$ cat src/rtl/core/ntf_pkg.sv
`default_nettype none

package ntf_pkg;

    localparam int RING_DEPTH = 5;
    localparam int ADC_BITS   = 12;
    localparam int DATA_W     = 16;

    localparam int IDX_W    = $clog2(RING_DEPTH);
    localparam int SUM_W    = ADC_BITS + $clog2(RING_DEPTH);
    localparam int TRIM_DIV = RING_DEPTH - 2;

    localparam longint unsigned MEAN_RECIP_L = (64'd1 << SUM_W) / TRIM_DIV;
    localparam logic [SUM_W:0]  MEAN_RECIP   = MEAN_RECIP_L[SUM_W:0];

    localparam int SCALE_DIV = 10000;
    localparam int DIV_W     = $clog2(SCALE_DIV);
    localparam int PROD_W    = DATA_W + ADC_BITS;
    localparam int Q_W       = PROD_W - DIV_W + 1;
    localparam int HALF_W    = (PROD_W + 1) / 2;
    localparam int PP_W      = HALF_W + Q_W;
    localparam int ACC_W     = PROD_W + Q_W;

    localparam longint unsigned SCALE_RECIP_L = (64'd1 << PROD_W) / SCALE_DIV;
    localparam logic [Q_W-1:0]  SCALE_RECIP   = SCALE_RECIP_L[Q_W-1:0];

    localparam int FIFO_DEPTH = 2;
    localparam int PTR_W      = (FIFO_DEPTH > 1) ? $clog2(FIFO_DEPTH) : 1;
    localparam int CNT_W      = $clog2(FIFO_DEPTH + 1);

    localparam int REG_IDX_W = 3;
    localparam int ADDR_W    = REG_IDX_W + 2;
    localparam int APB_W     = 32;

    localparam logic [DATA_W-1:0] TIMER_MAX = '1;

    localparam logic [DATA_W-1:0] RST_ADC_SCALE   = 16'd1221;
    localparam logic [DATA_W-1:0] RST_FAULT_LOW   = 16'd15;
    localparam logic [DATA_W-1:0] RST_FAULT_HIGH  = 16'd478;
    localparam logic [DATA_W-1:0] RST_SEVERE      = 16'd22;
    localparam logic [DATA_W-1:0] RST_MILD        = 16'd28;
    localparam logic [DATA_W-1:0] RST_RESTORE     = 16'd148;
    localparam logic [DATA_W-1:0] RST_SHORT_HOLD  = 16'd50;
    localparam logic [DATA_W-1:0] RST_LONG_HOLD   = 16'd1800;

    typedef enum logic [REG_IDX_W-1:0] {
        REG_ADC_SCALE,
        REG_FAULT_LOW,
        REG_FAULT_HIGH,
        REG_SEVERE,
        REG_MILD,
        REG_RESTORE,
        REG_SHORT_HOLD,
        REG_LONG_HOLD
    } reg_idx_t;

    typedef struct packed {
        logic [DATA_W-1:0] adc_scale;
        logic [DATA_W-1:0] fault_low_limit;
        logic [DATA_W-1:0] fault_high_limit;
        logic [DATA_W-1:0] severe_limit;
        logic [DATA_W-1:0] mild_limit;
        logic [DATA_W-1:0] restore_limit;
        logic [DATA_W-1:0] short_hold;
        logic [DATA_W-1:0] long_hold;
    } cfg_t;

    typedef struct packed {
        logic                valid;
        logic [ADC_BITS-1:0] sample;
    } smp_word_t;

    typedef struct packed {
        logic              valid;
        logic [DATA_W-1:0] voltage;
    } volt_word_t;

    typedef enum logic [3:0] {
        MS_IDLE,
        MS_SCAN,
        MS_TRIM,
        MS_MDIV,
        MS_MFIX,
        MS_SCALE,
        MS_RLO,
        MS_RHI,
        MS_RSUM,
        MS_RFIX,
        MS_DONE
    } mean_state_t;

endpackage

`default_nettype wire

$ cat src/rtl/core/ntc_temp_filter_protect.sv
// thermistor sample filter with sensor-fault and overheat protection
// input side is a queue: drive adc_sample with push, a word is taken when full is low
// result side is a queue: sensor_voltage, overheat and sensor_fault are valid while
// empty is low, and the word is taken on a cycle with pop high
// a two-word input queue feeds a sequencer that scans the ring one entry a cycle,
// then trims, divides by ring depth minus two and scales with a split multiplier
// the sequencer takes a new word only when idle, so it is through with the ring scan,
// the eight arithmetic steps and the hand-off of the last result before the next word
// a stalled receiver holds its word in the result register; the sequencer then
// waits and the input queue keeps taking words until it fills
// registers sit on an apb port at byte offsets 4*i, written on the access cycle
// reset clears the ring to zeros, the timers and flags, and restores register defaults
`default_nettype none

module ntc_temp_filter_protect
    import ntf_pkg::*;
(
    input  wire logic                clk,
    input  wire logic                rst_n,
    input  wire logic                push,
    output logic                     full,
    input  wire logic [ADC_BITS-1:0] adc_sample,
    output logic                     empty,
    input  wire logic                pop,
    output logic [DATA_W-1:0]        sensor_voltage,
    output logic                     overheat,
    output logic                     sensor_fault,
    input  wire logic                psel,
    input  wire logic                penable,
    input  wire logic                pwrite,
    input  wire logic [ADDR_W-1:0]   paddr,
    input  wire logic [APB_W-1:0]    pwdata,
    output logic [APB_W-1:0]         prdata,
    output logic                     pready
);

    cfg_t       cfg_reg, cfg_next;
    smp_word_t  smp;
    logic       smp_take;
    volt_word_t volt;
    logic       volt_ready;
    reg_idx_t   reg_idx;
    logic       wr_en;

    assign pready  = 1'b1;
    assign reg_idx = reg_idx_t'(paddr[ADDR_W-1:2]);
    assign wr_en   = psel && penable && pwrite && pready;

    always_comb
    begin
        cfg_next = cfg_reg;
        if (wr_en)
        begin
            case (reg_idx)
                REG_ADC_SCALE:  cfg_next.adc_scale        = pwdata[DATA_W-1:0];
                REG_FAULT_LOW:  cfg_next.fault_low_limit  = pwdata[DATA_W-1:0];
                REG_FAULT_HIGH: cfg_next.fault_high_limit = pwdata[DATA_W-1:0];
                REG_SEVERE:     cfg_next.severe_limit     = pwdata[DATA_W-1:0];
                REG_MILD:       cfg_next.mild_limit       = pwdata[DATA_W-1:0];
                REG_RESTORE:    cfg_next.restore_limit    = pwdata[DATA_W-1:0];
                REG_SHORT_HOLD: cfg_next.short_hold       = pwdata[DATA_W-1:0];
                REG_LONG_HOLD:  cfg_next.long_hold        = pwdata[DATA_W-1:0];
                default:        cfg_next = cfg_reg;
            endcase
        end
    end

    always_comb
    begin
        case (reg_idx)
            REG_ADC_SCALE:  prdata = APB_W'(cfg_reg.adc_scale);
            REG_FAULT_LOW:  prdata = APB_W'(cfg_reg.fault_low_limit);
            REG_FAULT_HIGH: prdata = APB_W'(cfg_reg.fault_high_limit);
            REG_SEVERE:     prdata = APB_W'(cfg_reg.severe_limit);
            REG_MILD:       prdata = APB_W'(cfg_reg.mild_limit);
            REG_RESTORE:    prdata = APB_W'(cfg_reg.restore_limit);
            REG_SHORT_HOLD: prdata = APB_W'(cfg_reg.short_hold);
            REG_LONG_HOLD:  prdata = APB_W'(cfg_reg.long_hold);
            default:        prdata = '0;
        endcase
    end

    always_ff @(posedge clk or negedge rst_n)
    begin
        if (!rst_n)
        begin
            cfg_reg.adc_scale        <= RST_ADC_SCALE;
            cfg_reg.fault_low_limit  <= RST_FAULT_LOW;
            cfg_reg.fault_high_limit <= RST_FAULT_HIGH;
            cfg_reg.severe_limit     <= RST_SEVERE;
            cfg_reg.mild_limit       <= RST_MILD;
            cfg_reg.restore_limit    <= RST_RESTORE;
            cfg_reg.short_hold       <= RST_SHORT_HOLD;
            cfg_reg.long_hold        <= RST_LONG_HOLD;
        end
        else
        begin
            cfg_reg <= cfg_next;
        end
    end

    ntf_front u_front (
        .clk        (clk),
        .rst_n      (rst_n),
        .push       (push),
        .adc_sample (adc_sample),
        .full       (full),
        .smp        (smp),
        .smp_take   (smp_take)
    );

    ntf_mean u_mean (
        .clk        (clk),
        .rst_n      (rst_n),
        .adc_scale  (cfg_reg.adc_scale),
        .smp        (smp),
        .smp_take   (smp_take),
        .volt       (volt),
        .volt_ready (volt_ready)
    );

    ntf_prot u_prot (
        .clk            (clk),
        .rst_n          (rst_n),
        .cfg            (cfg_reg),
        .volt           (volt),
        .volt_ready     (volt_ready),
        .empty          (empty),
        .pop            (pop),
        .sensor_voltage (sensor_voltage),
        .overheat       (overheat),
        .sensor_fault   (sensor_fault)
    );

endmodule

`default_nettype wire

$ cat src/rtl/core/ntf_front.sv
`default_nettype none

module ntf_front
    import ntf_pkg::*;
(
    input  wire logic                clk,
    input  wire logic                rst_n,
    input  wire logic                push,
    input  wire logic [ADC_BITS-1:0] adc_sample,
    output logic                     full,
    output smp_word_t                smp,
    input  wire logic                smp_take
);

    logic [ADC_BITS-1:0] mem_reg [FIFO_DEPTH];
    logic [PTR_W-1:0]    wr_ptr_reg, wr_ptr_next;
    logic [PTR_W-1:0]    rd_ptr_reg, rd_ptr_next;
    logic [CNT_W-1:0]    cnt_reg, cnt_next;
    logic                push_ok;
    logic                pop_ok;

    assign full       = (cnt_reg == CNT_W'(FIFO_DEPTH));
    assign push_ok    = push && !full;
    assign smp.valid  = (cnt_reg != '0);
    assign smp.sample = mem_reg[rd_ptr_reg];
    assign pop_ok     = smp_take && smp.valid;

    always_comb
    begin
        wr_ptr_next = wr_ptr_reg;
        rd_ptr_next = rd_ptr_reg;
        cnt_next    = cnt_reg;
        if (push_ok)
        begin
            wr_ptr_next = (wr_ptr_reg == PTR_W'(FIFO_DEPTH - 1)) ? '0 : wr_ptr_reg + PTR_W'(1);
        end
        if (pop_ok)
        begin
            rd_ptr_next = (rd_ptr_reg == PTR_W'(FIFO_DEPTH - 1)) ? '0 : rd_ptr_reg + PTR_W'(1);
        end
        if (push_ok && !pop_ok)
        begin
            cnt_next = cnt_reg + CNT_W'(1);
        end
        else if (pop_ok && !push_ok)
        begin
            cnt_next = cnt_reg - CNT_W'(1);
        end
    end

    always_ff @(posedge clk or negedge rst_n)
    begin
        if (!rst_n)
        begin
            wr_ptr_reg <= '0;
            rd_ptr_reg <= '0;
            cnt_reg    <= '0;
        end
        else
        begin
            wr_ptr_reg <= wr_ptr_next;
            rd_ptr_reg <= rd_ptr_next;
            cnt_reg    <= cnt_next;
        end
    end

    always_ff @(posedge clk)
    begin
        if (push_ok)
        begin
            mem_reg[wr_ptr_reg] <= adc_sample;
        end
    end

endmodule

`default_nettype wire

$ cat src/rtl/core/ntf_mean.sv
`default_nettype none

module ntf_mean
    import ntf_pkg::*;
(
    input  wire logic              clk,
    input  wire logic              rst_n,
    input  wire logic [DATA_W-1:0] adc_scale,
    input  wire smp_word_t         smp,
    output logic                   smp_take,
    output volt_word_t             volt,
    input  wire logic              volt_ready
);

    mean_state_t         state_reg, state_next;
    logic [ADC_BITS-1:0] ring_reg [RING_DEPTH];
    logic [ADC_BITS-1:0] ring_next [RING_DEPTH];
    logic [IDX_W-1:0]    wslot_reg, wslot_next;
    logic [IDX_W-1:0]    idx_reg, idx_next;

    logic [SUM_W-1:0]    sum_reg, sum_next;
    logic [ADC_BITS-1:0] hi_reg, hi_next;
    logic [ADC_BITS-1:0] lo_reg, lo_next;
    logic [SUM_W-1:0]    trim_reg, trim_next;
    logic [ADC_BITS-1:0] mq_reg, mq_next;
    logic [PROD_W-1:0]   prod_reg, prod_next;
    logic [PP_W-1:0]     pp_lo_reg, pp_lo_next;
    logic [PP_W-1:0]     pp_hi_reg, pp_hi_next;
    logic [Q_W-1:0]      q_reg, q_next;

    logic [ADC_BITS-1:0] entry;
    logic [2*SUM_W:0]    mprod;
    logic [SUM_W-1:0]    mback;
    logic [SUM_W-1:0]    mrem;
    logic [ACC_W-1:0]    acc;
    logic [PROD_W-1:0]   sback;
    logic [PROD_W-1:0]   srem;

    assign entry = ring_reg[idx_reg];
    assign mprod = (2*SUM_W+1)'(trim_reg) * (2*SUM_W+1)'(MEAN_RECIP);
    assign mback = SUM_W'(mq_reg) * SUM_W'(TRIM_DIV);
    assign mrem  = trim_reg - mback;
    assign acc   = (ACC_W'(pp_hi_reg) << HALF_W) + ACC_W'(pp_lo_reg);
    assign sback = PROD_W'(q_reg) * PROD_W'(SCALE_DIV);
    assign srem  = prod_reg - sback;

    assign volt.voltage = DATA_W'(q_reg);
    assign volt.valid   = (state_reg == MS_DONE);

    always_comb
    begin
        state_next = state_reg;
        ring_next  = ring_reg;
        wslot_next = wslot_reg;
        idx_next   = idx_reg;
        sum_next   = sum_reg;
        hi_next    = hi_reg;
        lo_next    = lo_reg;
        trim_next  = trim_reg;
        mq_next    = mq_reg;
        prod_next  = prod_reg;
        pp_lo_next = pp_lo_reg;
        pp_hi_next = pp_hi_reg;
        q_next     = q_reg;
        smp_take   = 1'b0;
        case (state_reg)
            MS_IDLE:
            begin
                smp_take = 1'b1;
                if (smp.valid)
                begin
                    ring_next[wslot_reg] = smp.sample;
                    wslot_next = (wslot_reg == IDX_W'(RING_DEPTH - 1)) ? '0
                                                                       : wslot_reg + IDX_W'(1);
                    idx_next   = '0;
                    state_next = MS_SCAN;
                end
            end
            MS_SCAN:
            begin
                if (idx_reg == '0)
                begin
                    sum_next = SUM_W'(entry);
                    hi_next  = entry;
                    lo_next  = entry;
                end
                else
                begin
                    sum_next = sum_reg + SUM_W'(entry);
                    hi_next  = (entry > hi_reg) ? entry : hi_reg;
                    lo_next  = (entry < lo_reg) ? entry : lo_reg;
                end
                idx_next = idx_reg + IDX_W'(1);
                if (idx_reg == IDX_W'(RING_DEPTH - 1))
                begin
                    state_next = MS_TRIM;
                end
            end
            MS_TRIM:
            begin
                trim_next  = sum_reg - SUM_W'(hi_reg) - SUM_W'(lo_reg);
                state_next = MS_MDIV;
            end
            MS_MDIV:
            begin
                mq_next    = mprod[SUM_W +: ADC_BITS];
                state_next = MS_MFIX;
            end
            MS_MFIX:
            begin
                if (mrem >= SUM_W'(TRIM_DIV))
                begin
                    mq_next = mq_reg + ADC_BITS'(1);
                end
                state_next = MS_SCALE;
            end
            MS_SCALE:
            begin
                prod_next  = PROD_W'(adc_scale) * PROD_W'(mq_reg);
                state_next = MS_RLO;
            end
            MS_RLO:
            begin
                pp_lo_next = PP_W'(prod_reg[HALF_W-1:0]) * PP_W'(SCALE_RECIP);
                state_next = MS_RHI;
            end
            MS_RHI:
            begin
                pp_hi_next = PP_W'(prod_reg[PROD_W-1:HALF_W]) * PP_W'(SCALE_RECIP);
                state_next = MS_RSUM;
            end
            MS_RSUM:
            begin
                q_next     = acc[PROD_W +: Q_W];
                state_next = MS_RFIX;
            end
            MS_RFIX:
            begin
                if (srem >= PROD_W'(SCALE_DIV))
                begin
                    q_next = q_reg + Q_W'(1);
                end
                state_next = MS_DONE;
            end
            MS_DONE:
            begin
                if (volt_ready)
                begin
                    state_next = MS_IDLE;
                end
            end
            default:
            begin
                state_next = MS_IDLE;
            end
        endcase
    end

    always_ff @(posedge clk or negedge rst_n)
    begin
        if (!rst_n)
        begin
            state_reg <= MS_IDLE;
            wslot_reg <= '0;
            idx_reg   <= '0;
            for (int i = 0; i < RING_DEPTH; i++)
            begin
                ring_reg[i] <= '0;
            end
        end
        else
        begin
            state_reg <= state_next;
            wslot_reg <= wslot_next;
            idx_reg   <= idx_next;
            ring_reg  <= ring_next;
        end
    end

    always_ff @(posedge clk)
    begin
        sum_reg   <= sum_next;
        hi_reg    <= hi_next;
        lo_reg    <= lo_next;
        trim_reg  <= trim_next;
        mq_reg    <= mq_next;
        prod_reg  <= prod_next;
        pp_lo_reg <= pp_lo_next;
        pp_hi_reg <= pp_hi_next;
        q_reg     <= q_next;
    end

endmodule

`default_nettype wire

$ cat src/rtl/core/ntf_prot.sv
`default_nettype none

module ntf_prot
    import ntf_pkg::*;
(
    input  wire logic              clk,
    input  wire logic              rst_n,
    input  wire cfg_t              cfg,
    input  wire volt_word_t        volt,
    output logic                   volt_ready,
    output logic                   empty,
    input  wire logic              pop,
    output logic [DATA_W-1:0]      sensor_voltage,
    output logic                   overheat,
    output logic                   sensor_fault
);

    logic [DATA_W-1:0] ft_reg, ft_next;
    logic [DATA_W-1:0] st_reg, st_next;
    logic [DATA_W-1:0] mt_reg, mt_next;
    logic [DATA_W-1:0] rt_reg, rt_next;
    logic              oh_reg, oh_next;
    logic              ff_reg, ff_next;
    logic              res_valid_reg, res_valid_next;
    logic [DATA_W-1:0] res_volt_reg;
    logic              res_oh_reg;
    logic              res_ff_reg;
    logic              load;

    assign empty          = !res_valid_reg;
    assign volt_ready     = !res_valid_reg || pop;
    assign load           = volt.valid && volt_ready;
    assign sensor_voltage = res_volt_reg;
    assign overheat       = res_oh_reg;
    assign sensor_fault   = res_ff_reg;

    always_comb
    begin
        logic [DATA_W-1:0] v;
        logic              fault_win;
        v         = volt.voltage;
        fault_win = (v <= cfg.fault_low_limit) || (v >= cfg.fault_high_limit);
        ft_next   = ft_reg;
        st_next   = st_reg;
        mt_next   = mt_reg;
        rt_next   = rt_reg;
        oh_next   = oh_reg;
        ff_next   = ff_reg;
        if (fault_win)
        begin
            if (!ff_reg)
            begin
                if (ft_reg >= cfg.short_hold)
                begin
                    ff_next = 1'b1;
                    ft_next = '0;
                end
                else
                begin
                    ft_next = ft_reg + DATA_W'(1);
                end
            end
        end
        else
        begin
            ft_next = '0;
            ff_next = 1'b0;
            if (v <= cfg.severe_limit)
            begin
                if (!oh_reg)
                begin
                    if (st_reg >= cfg.short_hold)
                    begin
                        oh_next = 1'b1;
                        st_next = '0;
                    end
                    else
                    begin
                        st_next = st_reg + DATA_W'(1);
                    end
                end
                rt_next = '0;
            end
            else if (v <= cfg.mild_limit)
            begin
                if (!oh_reg)
                begin
                    if (mt_reg >= cfg.long_hold)
                    begin
                        oh_next = 1'b1;
                        mt_next = '0;
                    end
                    else
                    begin
                        mt_next = mt_reg + DATA_W'(1);
                    end
                end
                st_next = '0;
                rt_next = '0;
            end
            else
            begin
                if (oh_reg && (v >= cfg.restore_limit))
                begin
                    if (rt_reg >= cfg.long_hold)
                    begin
                        oh_next = 1'b0;
                    end
                    if (rt_reg != TIMER_MAX)
                    begin
                        rt_next = rt_reg + DATA_W'(1);
                    end
                end
                else
                begin
                    rt_next = '0;
                end
                mt_next = '0;
                st_next = '0;
            end
        end
    end

    always_comb
    begin
        res_valid_next = res_valid_reg;
        if (load)
        begin
            res_valid_next = 1'b1;
        end
        else if (pop)
        begin
            res_valid_next = 1'b0;
        end
    end

    always_ff @(posedge clk or negedge rst_n)
    begin
        if (!rst_n)
        begin
            ft_reg        <= '0;
            st_reg        <= '0;
            mt_reg        <= '0;
            rt_reg        <= '0;
            oh_reg        <= 1'b0;
            ff_reg        <= 1'b0;
            res_valid_reg <= 1'b0;
        end
        else
        begin
            res_valid_reg <= res_valid_next;
            if (load)
            begin
                ft_reg <= ft_next;
                st_reg <= st_next;
                mt_reg <= mt_next;
                rt_reg <= rt_next;
                oh_reg <= oh_next;
                ff_reg <= ff_next;
            end
        end
    end

    always_ff @(posedge clk)
    begin
        if (load)
        begin
            res_volt_reg <= volt.voltage;
            res_oh_reg   <= oh_next;
            res_ff_reg   <= ff_next;
        end
    end

endmodule

`default_nettype wire

$ cat config.mk
export PLATFORM = sky130hd
export DESIGN_NAME = ntc_temp_filter_protect
export DESIGN_NICKNAME = d
export VERILOG_FILES = /design/src/rtl/core/ntf_pkg.sv /design/src/rtl/core/ntc_temp_filter_protect.sv /design/src/rtl/core/ntf_front.sv /design/src/rtl/core/ntf_mean.sv /design/src/rtl/core/ntf_prot.sv
export SDC_FILE = /design/constraint.sdc
export NUM_CORES = 2
export LEC_CHECK = 0
export BUFFER_PORTS_ARGS = -buffer_cell sky130_fd_sc_hd__buf_4
export CORE_ASPECT_RATIO = 0.5
export CORE_MARGIN = 2
export CORE_UTILIZATION = 55
export CTS_BUF_LIST = sky130_fd_sc_hd__clkbuf_4 sky130_fd_sc_hd__clkbuf_8
export DETAILED_ROUTE_END_ITERATION = 10
export PLACE_DENSITY = 0.77
export RECOVER_POWER = 50
export SYNTH_ARGS = -nofsm -noshare
export SYNTH_HDL_FRONTEND = slang
export SYNTH_SLANG_ARGS = --single-unit
$ cat constraint.sdc
create_clock -name clk -period 9 [get_ports clk]
set_input_delay 0 -clock clk [delete_from_list [all_inputs] [get_ports clk]]
set_output_delay 0 -clock clk [all_outputs]
set_load 0.01 [all_outputs]
==> implementation parameters <==
Parameter                              Value

Clock tree
  Clk buf depth    3
  Later-pin clock latency in the skew report    0.78 ns
  Inserted Clock Buffers    76
  Clock edge transition at the registers on the reported setup and hold paths    ~0.070 ns
  Number of gates resized after CTS    0
  TritonCTS Sinks    around 460
  Number of buffers inserted to repair setup after CTS    0
  TritonCTS clock tree    built
  Root Driver    clkbuf_8
  H-Tree Level Count    3
  Hold-fix buffers, CTS    51

Final layout
  Total Nets Final    5957
  Most frequent cells in the layout    inv_1 (755), ha_1 (700), nand2_1 (442), fa_1 (376), o21ai_0 (312)
  Area added between synthesis and finish    7.86%
  Fraction of layout instances using a drive strength above 1    6.36%
  Most common cell after layout, fill and taps aside    inv_1
  Flip-flop count of the largest register after layout    128

Yosys
  Post-synthesis sequential element count    463
  Share of synthesized area occupied by flip-flops and latches    27.3%
  Netlist area before placement    0.0461 mm2
  Average cell area after synthesis    9.71 um2
  Synth unique cells    just over 80
  Area leader, netlist    ha_1
  Share of flip-flops with an asynchronous set or reset    58.1%
  Yosys warning total    0
  Area contributors post-synth    ha_1 (19%), fa_1 (16%), dfrtp_1 (13%)
  Gate Count Post-Synth    between 4000 and 5000
  Post-synth EDFFs    roughly 190
  Dominant register cell in the synthesized netlist    dfrtp_1
  Proportion of netlist area held by the largest area contributor    19.0%

Timing
  Number of endpoints failing setup at the final stage    0
  Final max-slew violation count    393
  Worst Max-Slew Pin Slew    6.33 ns
  Crit path time final    8.06 ns
  Worst slew margin relative to its limit    -322%
  Top achievable clock speed    between 100 and 150 MHz
  Unrepaired setup endpoints after global routing    no
  Final count of hold timing violations    0
  TNS Setup    0 ns
  Maximum clock skew at final layout    between 0.04 and 0.05 ns
  Share of the clock period used by the worst path    around nine tenths

Placement
  Post-DP HPWL    88.1 mm
  Number of input and output port buffers inserted    72
  Global placement routability congestion    0.966

Critical path
  Bufs and invs on worst path    5
  Critical-path top delay cell    edfxtp_1
  Launching element of the worst setup path    u_mean.q_reg[7]
  Endpoint arrival time on the critical path    around 8.5 ns
  Sort of element at the start of the critical path    register
  Top Family by Delay on Critical Path    compound AO/OA/AOI/OAI gates
  Largest stage delay on the critical path    0.72 ns
  Kind of end point of the critical path    register
  Origin of the critical flop-to-flop path    u_mean.q_reg[7]
  Kind of critical path    register to register
  Critical-path maximum fanout    15
  Slack of the worst reg-to-reg path    between 0.9 and 1 ns
  Data required, critical path    9.48 ns

GRT
  Initial antenna violation count    7
  Total Routing Usage GR    between 20% and 30%
  Global-route wire length before repair    roughly 190 mm
  GRT overflow    0
  Maximum number of pins on one net before global-route repair    120
  Number of global-route vias before repair    between 30000 and 40000

Status
  Violated checks    capacitance limit, slew limit
  Outcome    complete, but fails checks

Die
  Die width    413 um
  Initial Util    between 50 and 60%
  Count of boundary I/O pins    109
  Die Footprint    0.0863 mm2
  Core Region    0.0834 mm2
  Total number of placement rows    75
  Vert. Die Dim    around 210 um

Min path
  Beginning of the worst hold path    pwdata[13]
  Min-delay worst type    input port to register

Detailed routing
  Top Layer Used    met4
  Met2 wire len    54.5 mm
  Via-to-Cell Ratio    roughly 5.7
  Final antenna-violating net count    0
  Number of optimization iterations in the first detailed-route pass    6
  Vias after detailed routing    34500
  DRC Markers    0
  Final WL    114 mm
  Routed wire per std cell    19.0 um
  Iteration-0 DRC count of the detailed router    2673
  Metal1 wirelength    49.1 mm
  Detailed-routed wire length on met3    ~8.1 mm

Run
  Number of maximum-capacitance violations    8
## cell families (layout without fill, tap and decap cells)
group,after synthesis,in the layout,synth area share [%]
fa+ha+maj,1076,1076,35.3
buf+inv,927,1050,7.74
other cells,2,27,0.0163
simple gates,1123,1123,11.5
flops,463,463,27.3
xor+xnor,167,167,3.17
compound gates,895,895,12.1
mux,96,96,2.75
## cells in the mapped netlist, drive strengths merged, types with 75 or more instances
master,number
o21ai,320
a21o,79
nand3,75
xnor2,115
nand2,442
ha,700
clkbuf,134
a21oi,202
nor2,204
edfxtp,194
fa,376
dfrtp,237
and2,77
inv,755
## worst min-delay path: cells and delay by family
family / cells / cell delay (ns)
AO/OA/AOI/OAI: 1 / 0.06
AND/OR/NAND/NOR: 1 / 0.05
buffers and inverters: 2 / 0.69
## stage by stage
| step | cell area [um2] | hold slack (ns) | util, % | instances | setup slack, ns |
|---|---|---|---|---|---|
| 6_report | 49700 | 0.0893 | 59.6 | 6013 | 0.939 |
| 5_1_grt | 49700 | 0.0687 | 59.6 | 6013 | 0.488 |
| 4_1_cts | 49900 | 0.000632 | 59.8 | 6004 | 1.01 |
| 3_5_place_dp | 47700 | 0.151 | 57.1 | 5812 | 1.07 |
| 3_3_place_gp | 47700 | 0.139 | 57.1 | 5812 | 1.18 |
| 2_1_floorplan | 46200 | -0.296 | - | 4765 | 1.67 |
## layout make-up
class / count / area, um2
Fill cell: 6845 / 33700
Multi-Input combinational cell: 3375 / 30000
Sequential cell: 463 / 12600
Inverter: 755 / 2830
Tap cell: 1116 / 1400
Clock buffer: 104 / 1320
Timing Repair Buffer: 154 / 1130
Clock inverter: 37 / 399
Antenna cell: 9 / 22.5
## routing by layer
layer | vias to the layer above | track usage, %
met1 | 16900 | 36.4
met2 | 1164 | 44.9
li1 | 16200 | -
met5 | - | 0
met4 | 0 | 7.32
met3 | 180 | 5.03
## worst paths after layout
path,depth (start not counted),to
worst max-delay path,29,u_mean.q_reg[3]
worst min-delay path,4,cfg_reg[61]
worst max register to register,29,u_mean.q_reg[3]
worst min register to register,2,u_mean.ring_reg[29]
max in group asynchronous,4,u_mean.ring_reg[45]
min in group asynchronous,4,u_prot.ft_reg[6]
Power is not shown: default switching activity piles up to over one toggle a cycle in this logic, so the estimate is an artifact.
